<file path="src/hw/rtl/sscf_pkg.sv">
// Shared types, constants and helpers for the case-folding substring matcher.
package sscf_pkg;

    // Pattern capacity default and character geometry
    localparam int PATTERN_MAX_DEF = 256;
    localparam int CHAR_W          = 8;
    localparam int NUM_CHARS       = 1 << CHAR_W;

    // ASCII upper-case range and the offset to lower case
    localparam logic [CHAR_W-1:0] UPPER_FIRST = 8'h41;
    localparam logic [CHAR_W-1:0] UPPER_LAST  = 8'h5A;
    localparam logic [CHAR_W-1:0] FOLD_OFFSET = 8'h20;

    // Request kind
    typedef enum logic {
        ACT_PATTERN = 1'b0,
        ACT_SUBJECT = 1'b1
    } action_t;

    // Request held in the stage whose mask rows are being read out
    typedef struct packed {
        logic              vld;
        action_t           action;
        logic [CHAR_W-1:0] char_byte;
        logic              first;
        logic              last;
        logic              fold_hit;
    } stage_t;

    function automatic logic is_upper(input logic [CHAR_W-1:0] c);
        is_upper = (c >= UPPER_FIRST) && (c <= UPPER_LAST);
    endfunction

endpackage

</file>
<file path="src/hw/rtl/sscf_shift_and.sv">
// Bit-parallel partial-match vector and found flag for the subject stream.
module sscf_shift_and
    import sscf_pkg::*;
#(
    parameter int PATTERN_MAX = PATTERN_MAX_DEF,
    parameter int LEN_W       = $clog2(PATTERN_MAX + 1)
) (
    input  logic                   aclk,
    input  logic                   aresetn,
    input  stage_t                 stage,
    input  logic                   adv,
    input  logic [PATTERN_MAX-1:0] mask,
    input  logic [LEN_W-1:0]       pat_len,
    output logic                   found_next
);

    localparam int IDX_W = (PATTERN_MAX > 1) ? $clog2(PATTERN_MAX) : 1;

    logic [PATTERN_MAX-1:0] part_reg, part_next;
    logic                   found_reg, found_upd;
    logic [PATTERN_MAX-1:0] part_base, part_new;
    logic                   found_base, hit;
    logic [IDX_W-1:0]       tail_idx;

    // Shift in a fresh start, keep positions whose byte matches
    always_comb begin
        part_base  = stage.first ? '0 : part_reg;
        found_base = stage.first ? 1'b0 : found_reg;
        part_new   = ((part_base << 1) | PATTERN_MAX'(1)) & mask;
        tail_idx   = IDX_W'(pat_len - LEN_W'(1));
        hit        = (pat_len != '0) && part_new[tail_idx];
        found_next = found_base | hit;
    end

    // Pattern loads and subject ends restart the search
    always_comb begin
        part_next = part_reg;
        found_upd = found_reg;
        if (adv && stage.vld) begin
            if (stage.action == ACT_SUBJECT && !stage.last) begin
                part_next = part_new;
                found_upd = found_next;
            end else begin
                part_next = '0;
                found_upd = 1'b0;
            end
        end
    end

    always_ff @(posedge aclk) begin
        if (!aresetn) begin
            part_reg  <= '0;
            found_reg <= 1'b0;
        end else begin
            part_reg  <= part_next;
            found_reg <= found_upd;
        end
    end

endmodule

</file>
<file path="config.mk">
export PLATFORM = sky130hd
export DESIGN_NAME = sscf_shift_and
export DESIGN_NICKNAME = d
export VERILOG_FILES = /design/src/hw/rtl/sscf_pkg.sv /design/src/hw/rtl/sscf_shift_and.sv
export SDC_FILE = /design/constraint.sdc
export NUM_CORES = 1
export LEC_CHECK = 0
export BUFFER_PORTS_ARGS = -buffer_cell sky130_fd_sc_hd__buf_4
export CAP_MARGIN = 25
export CORE_MARGIN = 2
export CORE_UTILIZATION = 59
export CTS_BUF_LIST = sky130_fd_sc_hd__clkbuf_4 sky130_fd_sc_hd__clkbuf_8
export DETAILED_ROUTE_END_ITERATION = 10
export HOLD_SLACK_MARGIN = 0.02
export PLACE_DENSITY = 0.86
export SLEW_MARGIN = 20
export SYNTH_ARGS = -nofsm -noshare
export SYNTH_HDL_FRONTEND = slang
export SYNTH_SLANG_ARGS = --single-unit
</file>
<file path="constraint.sdc">
create_clock -name aclk -period 8.4 [get_ports aclk]
set_input_delay 1.26 -clock aclk [delete_from_list [all_inputs] [get_ports aclk]]
set_output_delay 1.26 -clock aclk [all_outputs]
set_load 0.03 [all_outputs]
</file>
==> flow_metrics.py, run 1 <==
metrics = {
    "cells_and_area": {
        "diodes": 0,
        "fin_cells": 1980,
        "multi_input_area_mm2": 0.00734,
        "fillers": 1692,
        "drive_above_1_share": 0.232,
        "postLayoutCellArea_mm2": 0.0159,
        "fin_util": 0.731,
        "area_delta_synth_final_pct": 21.9,
        "nNetsFinal": 1955,
        "largest_reg_flops": 255,
        "regArea_mm2": 0.00512,
    },
    "setup_path": {
        "cp_top_family": "compound AO/OA/AOI/OAI gates",
        "crit_chain": "buf_4 -> inv_4 -> ha_2 -> or3_1 -> nor2_1 -> a2111oi_0 -> nor4_1 -> a31oi_1 -> o211ai_1 -> a2111oi_2 -> o2bb2ai_1 -> buf_4",
        "critPathKind": "in2out",
        "cp.required_ps": 7140,
        "arrival_ps": 5860,
        "critical_path_depth": 12,
        "cp-start-kind": "input port",
        "max_stage_delay_ps": 920,
        "cp_slowest_cell": "ha_2",
        "rr_worst_depth": 8,
        "cp-end-kind": "output pin",
        "crit_buf_inv": 3,
        "crit_fanout": 69,
        "crit_top_cell": "buf_4",
        "r2r_slack_ps": 5980,
    },
    "clock_network": {
        "clkLatencyLatePin_ps": 560,
        "ctsHoldBuffers": 0,
        "path_clk_slew_ps": 50,
        "cts_htree_levels": 2,
        "cts_buffers": 44,
        "cts_num_sinks": 256,
        "cts_tree": "yes",
        "clock_path_buffers": 3,
        "cts_setup_buffers": 0,
        "cts_resized": 0,
        "cts_root_buf": "clkbuf_8",
    },
    "timing": {
        "tightest_slew_ps": 1060,
        "holdWs_ps": 495,
        "min_period_over_period": 0.847,
        "clock_skew_ps": 21.8,
        "hold_violations": 0,
        "layout_setup_ws_ps": 1280,
        "fmax_mhz": 140,
        "rsz0062_at_grt": "false",
        "relSlewSlack": 0.293,
        "finalMaxSlewViolations": 0,
        "period_minus_slack_ps": 7120,
        "fin_tns_setup_ps": 0,
        "setup_viol": 0,
    },
    "placement": {
        "gp_congestion": 0.935,
        "placedCellCount": 1906,
        "port_buffers": 272,
        "place_area_mm2": 0.0150,
        "hpwlAfterDp_um": 26900,
        "pre_cts_slack_ps": 1400,
    },
    "power_and_ir_drop": {
        "clockPowerShare": 0.425,
        "switching_share": 0.257,
        "leakagePower_nw": 5.13,
        "fin_total_pwr_mw": 2.70,
        "p_comb_frac": 0.124,
        "power_switching_uw": 692,
        "seqPwrFrac": 0.451,
        "peakVddDrop_uv": 134,
        "internal_power_mw": 2.00,
        "p_per_area_mw_per_mm2": 169,
    },
    "route": {
        "drtPass1Iterations": 6,
        "drc": 0,
        "ant_nets": 0,
        "avgViaCountPerCell": 6.69,
        "wirelength_um": 41600,
        "vias": 13300,
        "dr.first_iter.drc_count": 1281,
        "wire_per_inst_um": 21.0,
    },
    "synthesis": {
        "ys_types": 70,
        "postSynth.asyncResetShare": 0,
        "synth.top_cells.by_area": "dfxtp_1, a32oi_1, nor2b_1",
        "syn_inst": 1472,
        "syn-num-nets": 1754,
        "synth_area_mm2": 0.0130,
        "yosysTopAreaCell": "dfxtp_1",
        "synth_top_area_share": 0.393,
        "ys_ff_latch": 256,
        "synth-edff-count": 0,
        "yosysWarnings": 0,
        "ys_seq_area_frac": 0.393,
        "synth_ff_type": "dfxtp_1",
        "avgSynthCellArea_um2": 8.86,
    },
    "grt": {
        "grt_pass1_vias": 12800,
        "overflow": 0,
        "grt_use_total": 0.337,
        "grt_max_degree": 131,
        "antenna_found_initial": 0,
        "grt_pass1_wl_um": 65200,
    },
    "floorplanning": {
        "dieWidth_um": 153,
        "ioPinCount": 282,
        "core.rowCount": 54,
        "die_area_mm2": 0.0233,
        "die_h_um": 153,
        "start_util": 0.600,
        "coreArea_mm2": 0.0218,
    },
    "min_path": {
        "hp-class": "reg2reg",
        "min_path_cells": 2,
    },
    "job": {
        "drv_cap": 0,
    },
    "status": {
        "status": "finished clean",
    },
}
-- worst min-delay path, delay by kind of cell, from the launching register on --
| kind | cells | cell delay, ps |
|---|---|---|
| AOI/OAI and AO/OA | 1 | 60 |
| DFF | 1 | 320 |
| and+or+nand+nor | 1 | 50 |
-- synthesized netlist by cell type, types with 7 or more instances --
cell type  number
a2111oi_0      17
a211oi_1       25
a21boi_0        8
a21oi_1        20
a22oi_1         8
a31oi_1        16
a32oi_1       237
and2_1         10
and3_1         16
buf_2          20
buf_6           7
clkbuf_1       95
dfxtp_1       256
mux4_2         13
nand2_1       152
nand3_1        70
nand3b_1       21
nand4_1        16
nor2_1         31
nor2b_1       244
nor3_1         11
o211ai_1       30
o21ai_0        67
-- final cells by class --
class,count,area share
clock buffers,70,0.0543
clock inverters,3,0.00126
inverters,6,0.00157
multi-input cells,1078,0.461
flip-flops and latches,256,0.322
well taps,280,0.0220
repair buffers,287,0.137
-- per-layer routing --
layer | global-route usage | vias to the layer above | share of wire
li1 | - | 6098 | -
met1 | 0.442 | 6341 | 0.41
met2 | 0.537 | 705 | 0.46
met3 | 0.0714 | 112 | 0.094
met4 | 0.151 | 0 | 0.036
met5 | 0 | - | 0
-- placed cells by master (no fill, tap or decap), types with 4 or more instances in the layout --
cell,count
and3_1,16
nand4_1,16
a32oi_1,237
nand2_1,151
a221oi_1,4
o211ai_1,30
o21ai_0,67
nand3_1,70
dfxtp_1,256
clkbuf_4,16
a31oi_1,16
or3_1,4
a21oi_1,20
clkbuf_8,54
mux4_2,13
a21boi_0,8
a22oi_1,8
nor2b_1,244
buf_4,285
a211oi_1,25
a2111oi_0,17
nor2_1,30
inv_1,5
and2_1,10
a311oi_1,6
nor3_1,11
nand3b_1,21
-- power by group through the flow --
stage,Clock [mW],Combinational [mW],Sequential [mW]
global route,1.21,0.353,1.21
detailed placement,0,0.326,1.24
floorplan,0,0.156,1.24
CTS,1.15,0.327,1.21
global placement,0,0.323,1.24
finish,1.15,0.335,1.21
-- worst paths after layout --
path / startpoint / endpoint
setup / recovery: pat_len[0] / found_next
hold / removal: part_reg[99]$_SDFFE_PN0P_ / part_reg[99]$_SDFFE_PN0P_
setup reg to reg: part_reg[241]$_SDFFE_PN0P_ / found_reg$_SDFFE_PN0P_
hold reg to reg: part_reg[99]$_SDFFE_PN0P_ / part_reg[99]$_SDFFE_PN0P_
-- logic make-up (layout without fill, tap and decap cells) --
logic type,Yosys count,after routing,synth area share
flip-flops,256,256,0.393
adder cells (fa/ha/maj),1,1,0.000959
buffers and inverters,138,366,0.0473
multiplexers,15,15,0.0253
AO/OA/AOI/OAI,465,465,0.282
XOR/XNOR,4,4,0.00470
AND/OR/NAND/NOR,593,593,0.247
No activity file was read; power rests on OpenSTA's default activity.
==> run 2, diff against run 1 <==
--- a/config.mk
+++ b/config.mk
@@ -8,11 +8,11 @@
 export BUFFER_PORTS_ARGS = -buffer_cell sky130_fd_sc_hd__buf_4
 export CAP_MARGIN = 25
 export CORE_MARGIN = 2
-export CORE_UTILIZATION = 59
+export CORE_UTILIZATION = 57
 export CTS_BUF_LIST = sky130_fd_sc_hd__clkbuf_4 sky130_fd_sc_hd__clkbuf_8
 export DETAILED_ROUTE_END_ITERATION = 10
 export HOLD_SLACK_MARGIN = 0.02
-export PLACE_DENSITY = 0.86
+export PLACE_DENSITY = 0.83
 export SLEW_MARGIN = 20
 export SYNTH_ARGS = -nofsm -noshare
 export SYNTH_HDL_FRONTEND = slang
==> constraint.sdc (replaced) <==
create_clock -name aclk -period 7.3 [get_ports aclk]
set_input_delay 1.095 -clock aclk [delete_from_list [all_inputs] [get_ports aclk]]
set_output_delay 1.095 -clock aclk [all_outputs]
set_load 0.03 [all_outputs]
==> flow_metrics.py, run 2 (synthesized netlist as in run 1, its figures left out) <==
metrics = {
    "setup_path": {
        "cp-end-kind": "output pin",
        "cp.required_ps": 6200,
        "cp-start-kind": "input port",
        "max_stage_delay_ps": 790,
        "cp_top_family": "buffers and inverters",
        "rr_worst_depth": 8,
        "arrival_ps": 5190,
        "critical_path_depth": 12,
        "r2r_slack_ps": 4900,
        "cp_slowest_cell": "buf_4",
        "critPathKind": "in2out",
        "crit_buf_inv": 4,
        "crit_top_cell": "buf_4",
        "crit_fanout": 85,
        "crit_chain": "buf_4 -> buf_4 -> buf_4 -> or3_1 -> nor2_1 -> a2111oi_0 -> nor4_1 -> a31oi_1 -> o211ai_1 -> a2111oi_2 -> o2bb2ai_1 -> buf_4",
    },
    "grt": {
        "antenna_found_initial": 0,
        "grt_pass1_wl_um": 64600,
        "grt_pass1_vias": 12500,
        "overflow": 0,
        "grt_use_total": 0.328,
        "grt_max_degree": 137,
    },
    "cells_and_area": {
        "final_cell_mix": "buf_4, dfxtp_1, nor2b_1",
        "postLayoutCellArea_mm2": 0.0161,
        "largest_reg_flops": 255,
        "fillers": 1769,
        "nNetsFinal": 1959,
        "layout_commonest_cell": "buf_4",
        "area_delta_synth_final_pct": 23.4,
        "drive_above_1_share": 0.239,
        "diodes": 0,
    },
    "clock_network": {
        "cts_num_sinks": 256,
        "cts_htree_levels": 2,
        "cts_root_buf": "clkbuf_8",
        "cts_buffers": 45,
        "cts_tree": "yes",
        "cts_resized": 0,
        "clock_path_buffers": 3,
        "cts_setup_buffers": 0,
        "ctsHoldBuffers": 0,
        "clkLatencyLatePin_ps": 560,
        "path_clk_slew_ps": 60,
    },
    "route": {
        "vias": 13200,
        "wirelength_um": 41300,
        "dr.first_iter.drc_count": 1367,
        "drtPass1Iterations": 6,
        "ant_nets": 0,
        "drc": 0,
        "wire_per_inst_um": 20.7,
        "avgViaCountPerCell": 6.58,
    },
    "power_and_ir_drop": {
        "clockPowerShare": 0.451,
        "fin_total_pwr_mw": 3.25,
        "seqPwrFrac": 0.430,
        "leakagePower_nw": 5.23,
        "p_per_area_mw_per_mm2": 202,
        "p_comb_frac": 0.119,
        "power_switching_uw": 832,
        "switching_share": 0.256,
        "internal_power_mw": 2.42,
        "peakVddDrop_uv": 176,
    },
    "floorplanning": {
        "ioPinCount": 282,
        "dieWidth_um": 155,
        "start_util": 0.578,
        "die_area_mm2": 0.0241,
        "core.rowCount": 55,
        "coreArea_mm2": 0.0226,
        "die_h_um": 155,
    },
    "timing": {
        "period_minus_slack_ps": 6280,
        "clock_skew_ps": 19.6,
        "hold_violations": 0,
        "rsz0062_at_grt": "false",
        "finalMaxSlewViolations": 0,
        "min_period_over_period": 0.861,
        "fin_tns_setup_ps": 0,
        "relSlewSlack": 0.284,
        "fmax_mhz": 159,
        "setup_viol": 0,
        "tightest_slew_ps": 1070,
    },
    "placement": {
        "hpwlAfterDp_um": 26700,
        "gp_congestion": 0.876,
        "place_area_mm2": 0.0150,
        "port_buffers": 272,
    },
    "status": {
        "status": "finished clean",
    },
    "min_path": {
        "hp-class": "reg2reg",
        "min_path_cells": 2,
    },
    "job": {
        "drv_cap": 0,
    },
}
==> run 2: cell count changes in the layout (fill, tap and decap cells not counted), sizes merged <==
cell	before	now
buf	287	289
clkinvlp	2	1
clkbuf	70	79
clkinv	1	5
==> run 2: worst min-delay path: cells and delay by family (launching register included) <==
family	cells	cell delay, ps
flops	1	320
simple gates	1	50
compound gates	1	60
==> run 2: final cells by class <==
type / count / area (µm²) / share of cell area
multi-input cells: 1078 / 7340 / 0.456
flip-flops and latches: 256 / 5120 / 0.318
well taps: 285 / 357 / 0.0221
inverters: 6 / 25.0 / 0.00155
clock buffers: 78 / 992 / 0.0616
repair buffers: 290 / 2230 / 0.139
clock inverters: 6 / 32.5 / 0.00202
==> run 2: final timing paths <==
path / to / from
worst min-delay path: part_reg[159]$_SDFFE_PN0P_ / part_reg[159]$_SDFFE_PN0P_
worst max-delay path: found_next / pat_len[0]
worst min register to register: part_reg[159]$_SDFFE_PN0P_ / part_reg[159]$_SDFFE_PN0P_
worst max register to register: found_reg$_SDFFE_PN0P_ / part_reg[241]$_SDFFE_PN0P_
==> run 2: stage by stage <==
stage / setup WS, ps / std cells / util / hold WS, ps
after global routing: 871 / 1999 / 0.714 / 507
after CTS: 1060 / 1997 / 0.712 / 486
after global placement: 1250 / 1912 / 0.665 / 469
final: 1020 / 1999 / 0.714 / 489
after detailed placement: 1080 / 1913 / 0.666 / 479
after floorplan: 2010 / 1472 / - / 455
==> run 2: routing by layer <==
metal  share of wire  GRT usage  vias up
met5               0          0        -
met4           0.039      0.143        0
met3           0.096     0.0805      118
met2            0.45      0.507      700
met1            0.42      0.439     6234
li1                -          -     6105
==> run 2: power by group through the flow <==
stage               clock network, mW  registers (mW)  logic, mW
finish                           1.46            1.40      0.388
CTS                              1.47            1.40      0.379
floorplan                           0            1.43      0.180
global placement                    0            1.43      0.372
global route                     1.55            1.40      0.409
detailed placement                  0            1.43      0.377
==> run 3, diff against run 2 <==
--- a/config.mk
+++ b/config.mk
@@ -9,7 +9,7 @@
 export CAP_MARGIN = 25
 export CORE_MARGIN = 2
 export CORE_UTILIZATION = 57
-export CTS_BUF_LIST = sky130_fd_sc_hd__clkbuf_4 sky130_fd_sc_hd__clkbuf_8
+export CTS_BUF_LIST = sky130_fd_sc_hd__clkbuf_4
 export DETAILED_ROUTE_END_ITERATION = 10
 export HOLD_SLACK_MARGIN = 0.02
 export PLACE_DENSITY = 0.83
==> flow_metrics.py, run 3 (synthesized netlist as in run 1, its figures left out) <==
metrics = {
    "clock_network": {
        "ctsHoldBuffers": 0,
        "cts_resized": 0,
        "cts_num_sinks": 256,
        "cts_root_buf": "clkbuf_4",
        "cts_buffers": 71,
        "path_clk_slew_ps": 60,
        "cts_tree": "yes",
        "clkLatencyLatePin_ps": 670,
        "clock_path_buffers": 3,
        "cts_setup_buffers": 0,
        "cts_htree_levels": 3,
    },
    "floorplanning": {
        "ioPinCount": 282,
        "die_area_mm2": 0.0241,
        "start_util": 0.578,
        "die_h_um": 155,
        "coreArea_mm2": 0.0226,
        "dieWidth_um": 155,
        "core.rowCount": 55,
    },
    "cells_and_area": {
        "final_cell_mix": "buf_4, dfxtp_1, nor2b_1",
        "fin_util": 0.708,
        "area_delta_synth_final_pct": 22.4,
        "drive_above_1_share": 0.252,
        "layout_commonest_cell": "buf_4",
        "postLayoutCellArea_mm2": 0.0160,
        "nNetsFinal": 1985,
        "fin_cells": 2035,
        "largest_reg_flops": 255,
    },
    "route": {
        "wire_per_inst_um": 20.3,
        "dr.first_iter.drc_count": 1376,
        "ant_nets": 0,
        "drc": 0,
        "vias": 13300,
        "drtPass1Iterations": 6,
        "wirelength_um": 41300,
        "avgViaCountPerCell": 6.52,
    },
    "timing": {
        "period_minus_slack_ps": 6300,
        "fmax_mhz": 159,
        "tightest_slew_ps": 1060,
        "relSlewSlack": 0.289,
        "hold_violations": 0,
        "holdWs_ps": 490,
        "rsz0062_at_grt": "false",
        "layout_setup_ws_ps": 997,
        "setup_viol": 0,
        "finalMaxSlewViolations": 0,
        "clock_skew_ps": 50.0,
        "min_period_over_period": 0.863,
        "fin_tns_setup_ps": 0,
    },
    "placement": {
        "place_area_mm2": 0.0150,
        "pre_cts_slack_ps": 1080,
        "gp_congestion": 0.876,
        "port_buffers": 272,
        "placedCellCount": 1913,
        "hpwlAfterDp_um": 26700,
    },
    "setup_path": {
        "max_stage_delay_ps": 790,
        "crit_chain": "buf_4 -> buf_4 -> buf_4 -> or3_1 -> nor2_1 -> a2111oi_0 -> nor4_1 -> a31oi_1 -> o211ai_1 -> a2111oi_2 -> o2bb2ai_1 -> buf_4",
        "arrival_ps": 5210,
        "critPathKind": "in2out",
        "crit_fanout": 85,
        "cp_top_family": "compound AO/OA/AOI/OAI gates",
        "crit_buf_inv": 4,
        "critical_path_depth": 12,
        "cp-end-kind": "output pin",
        "cp.required_ps": 6200,
        "cp_slowest_cell": "buf_4",
        "crit_top_cell": "buf_4",
        "cp-start-kind": "input port",
        "rr_worst_depth": 8,
    },
    "power_and_ir_drop": {
        "leakagePower_nw": 5.23,
        "p_per_area_mw_per_mm2": 195,
        "peakVddDrop_uv": 139,
        "fin_total_pwr_mw": 3.11,
    },
    "grt": {
        "antenna_found_initial": 1,
        "overflow": 0,
        "grt_max_degree": 137,
        "grt_pass1_vias": 12700,
        "grt_pass1_wl_um": 64800,
        "grt_use_total": 0.329,
    },
    "job": {
        "drv_cap": 0,
    },
    "min_path": {
        "min_path_cells": 2,
        "hp-class": "reg2reg",
    },
    "status": {
        "status": "finished clean",
    },
}
[run 3: cell count changes in the layout (fill, tap and decap cells not counted)]
cell,before,now
clkinv_1,0,3
clkbuf_8,65,0
inv_2,0,2
clkbuf_4,14,113
bufinv_16,0,1
diode_2,0,1
clkinv_2,5,1
clkinvlp_4,1,0
[run 3: power by group]
group | internal (mW) | total (mW) | switching [mW]
sequential | 1.40 | 1.40 | 0.000128
clock | 0.724 | 1.33 | 0.601
combinational | 0.168 | 0.388 | 0.220
total | 2.29 | 3.11 | 0.822
[run 3: area by class of cell]
class	instances	area [µm²]
multi-input combinational	1078	7340
clock buffer	112	841
inverter	6	25.0
timing repair buffer	290	2230
fill	1807	6590
clock inverter	7	53.8
tap	285	357
sequential	256	5120
antenna	1	2.50
[run 3: metal layers]
| layer | share of wire | wire [µm] | up-vias | track usage |
|---|---|---|---|---|
| li1 | - | - | 6179 | - |
| met1 | 0.42 | 17200 | 6290 | 0.428 |
| met2 | 0.46 | 18900 | 695 | 0.514 |
| met3 | 0.093 | 3830 | 108 | 0.0905 |
| met4 | 0.034 | 1400 | 0 | 0.151 |
| met5 | 0 | 0 | - | 0 |
[run 3: path summary, 6_finish.rpt]
kind,end,start,slack (ps)
setup / recovery,found_next,pat_len[0],1000
hold / removal,part_reg[205]$_SDFFE_PN0P_,part_reg[205]$_SDFFE_PN0P_,490
setup reg to reg,found_reg$_SDFFE_PN0P_,part_reg[241]$_SDFFE_PN0P_,4850
hold reg to reg,part_reg[205]$_SDFFE_PN0P_,part_reg[205]$_SDFFE_PN0P_,490
[run 3: worst min-delay path: stages (launching register included)]
cell      delay [ps]
dfxtp_1          330
nand2_1           50
a21boi_0          60
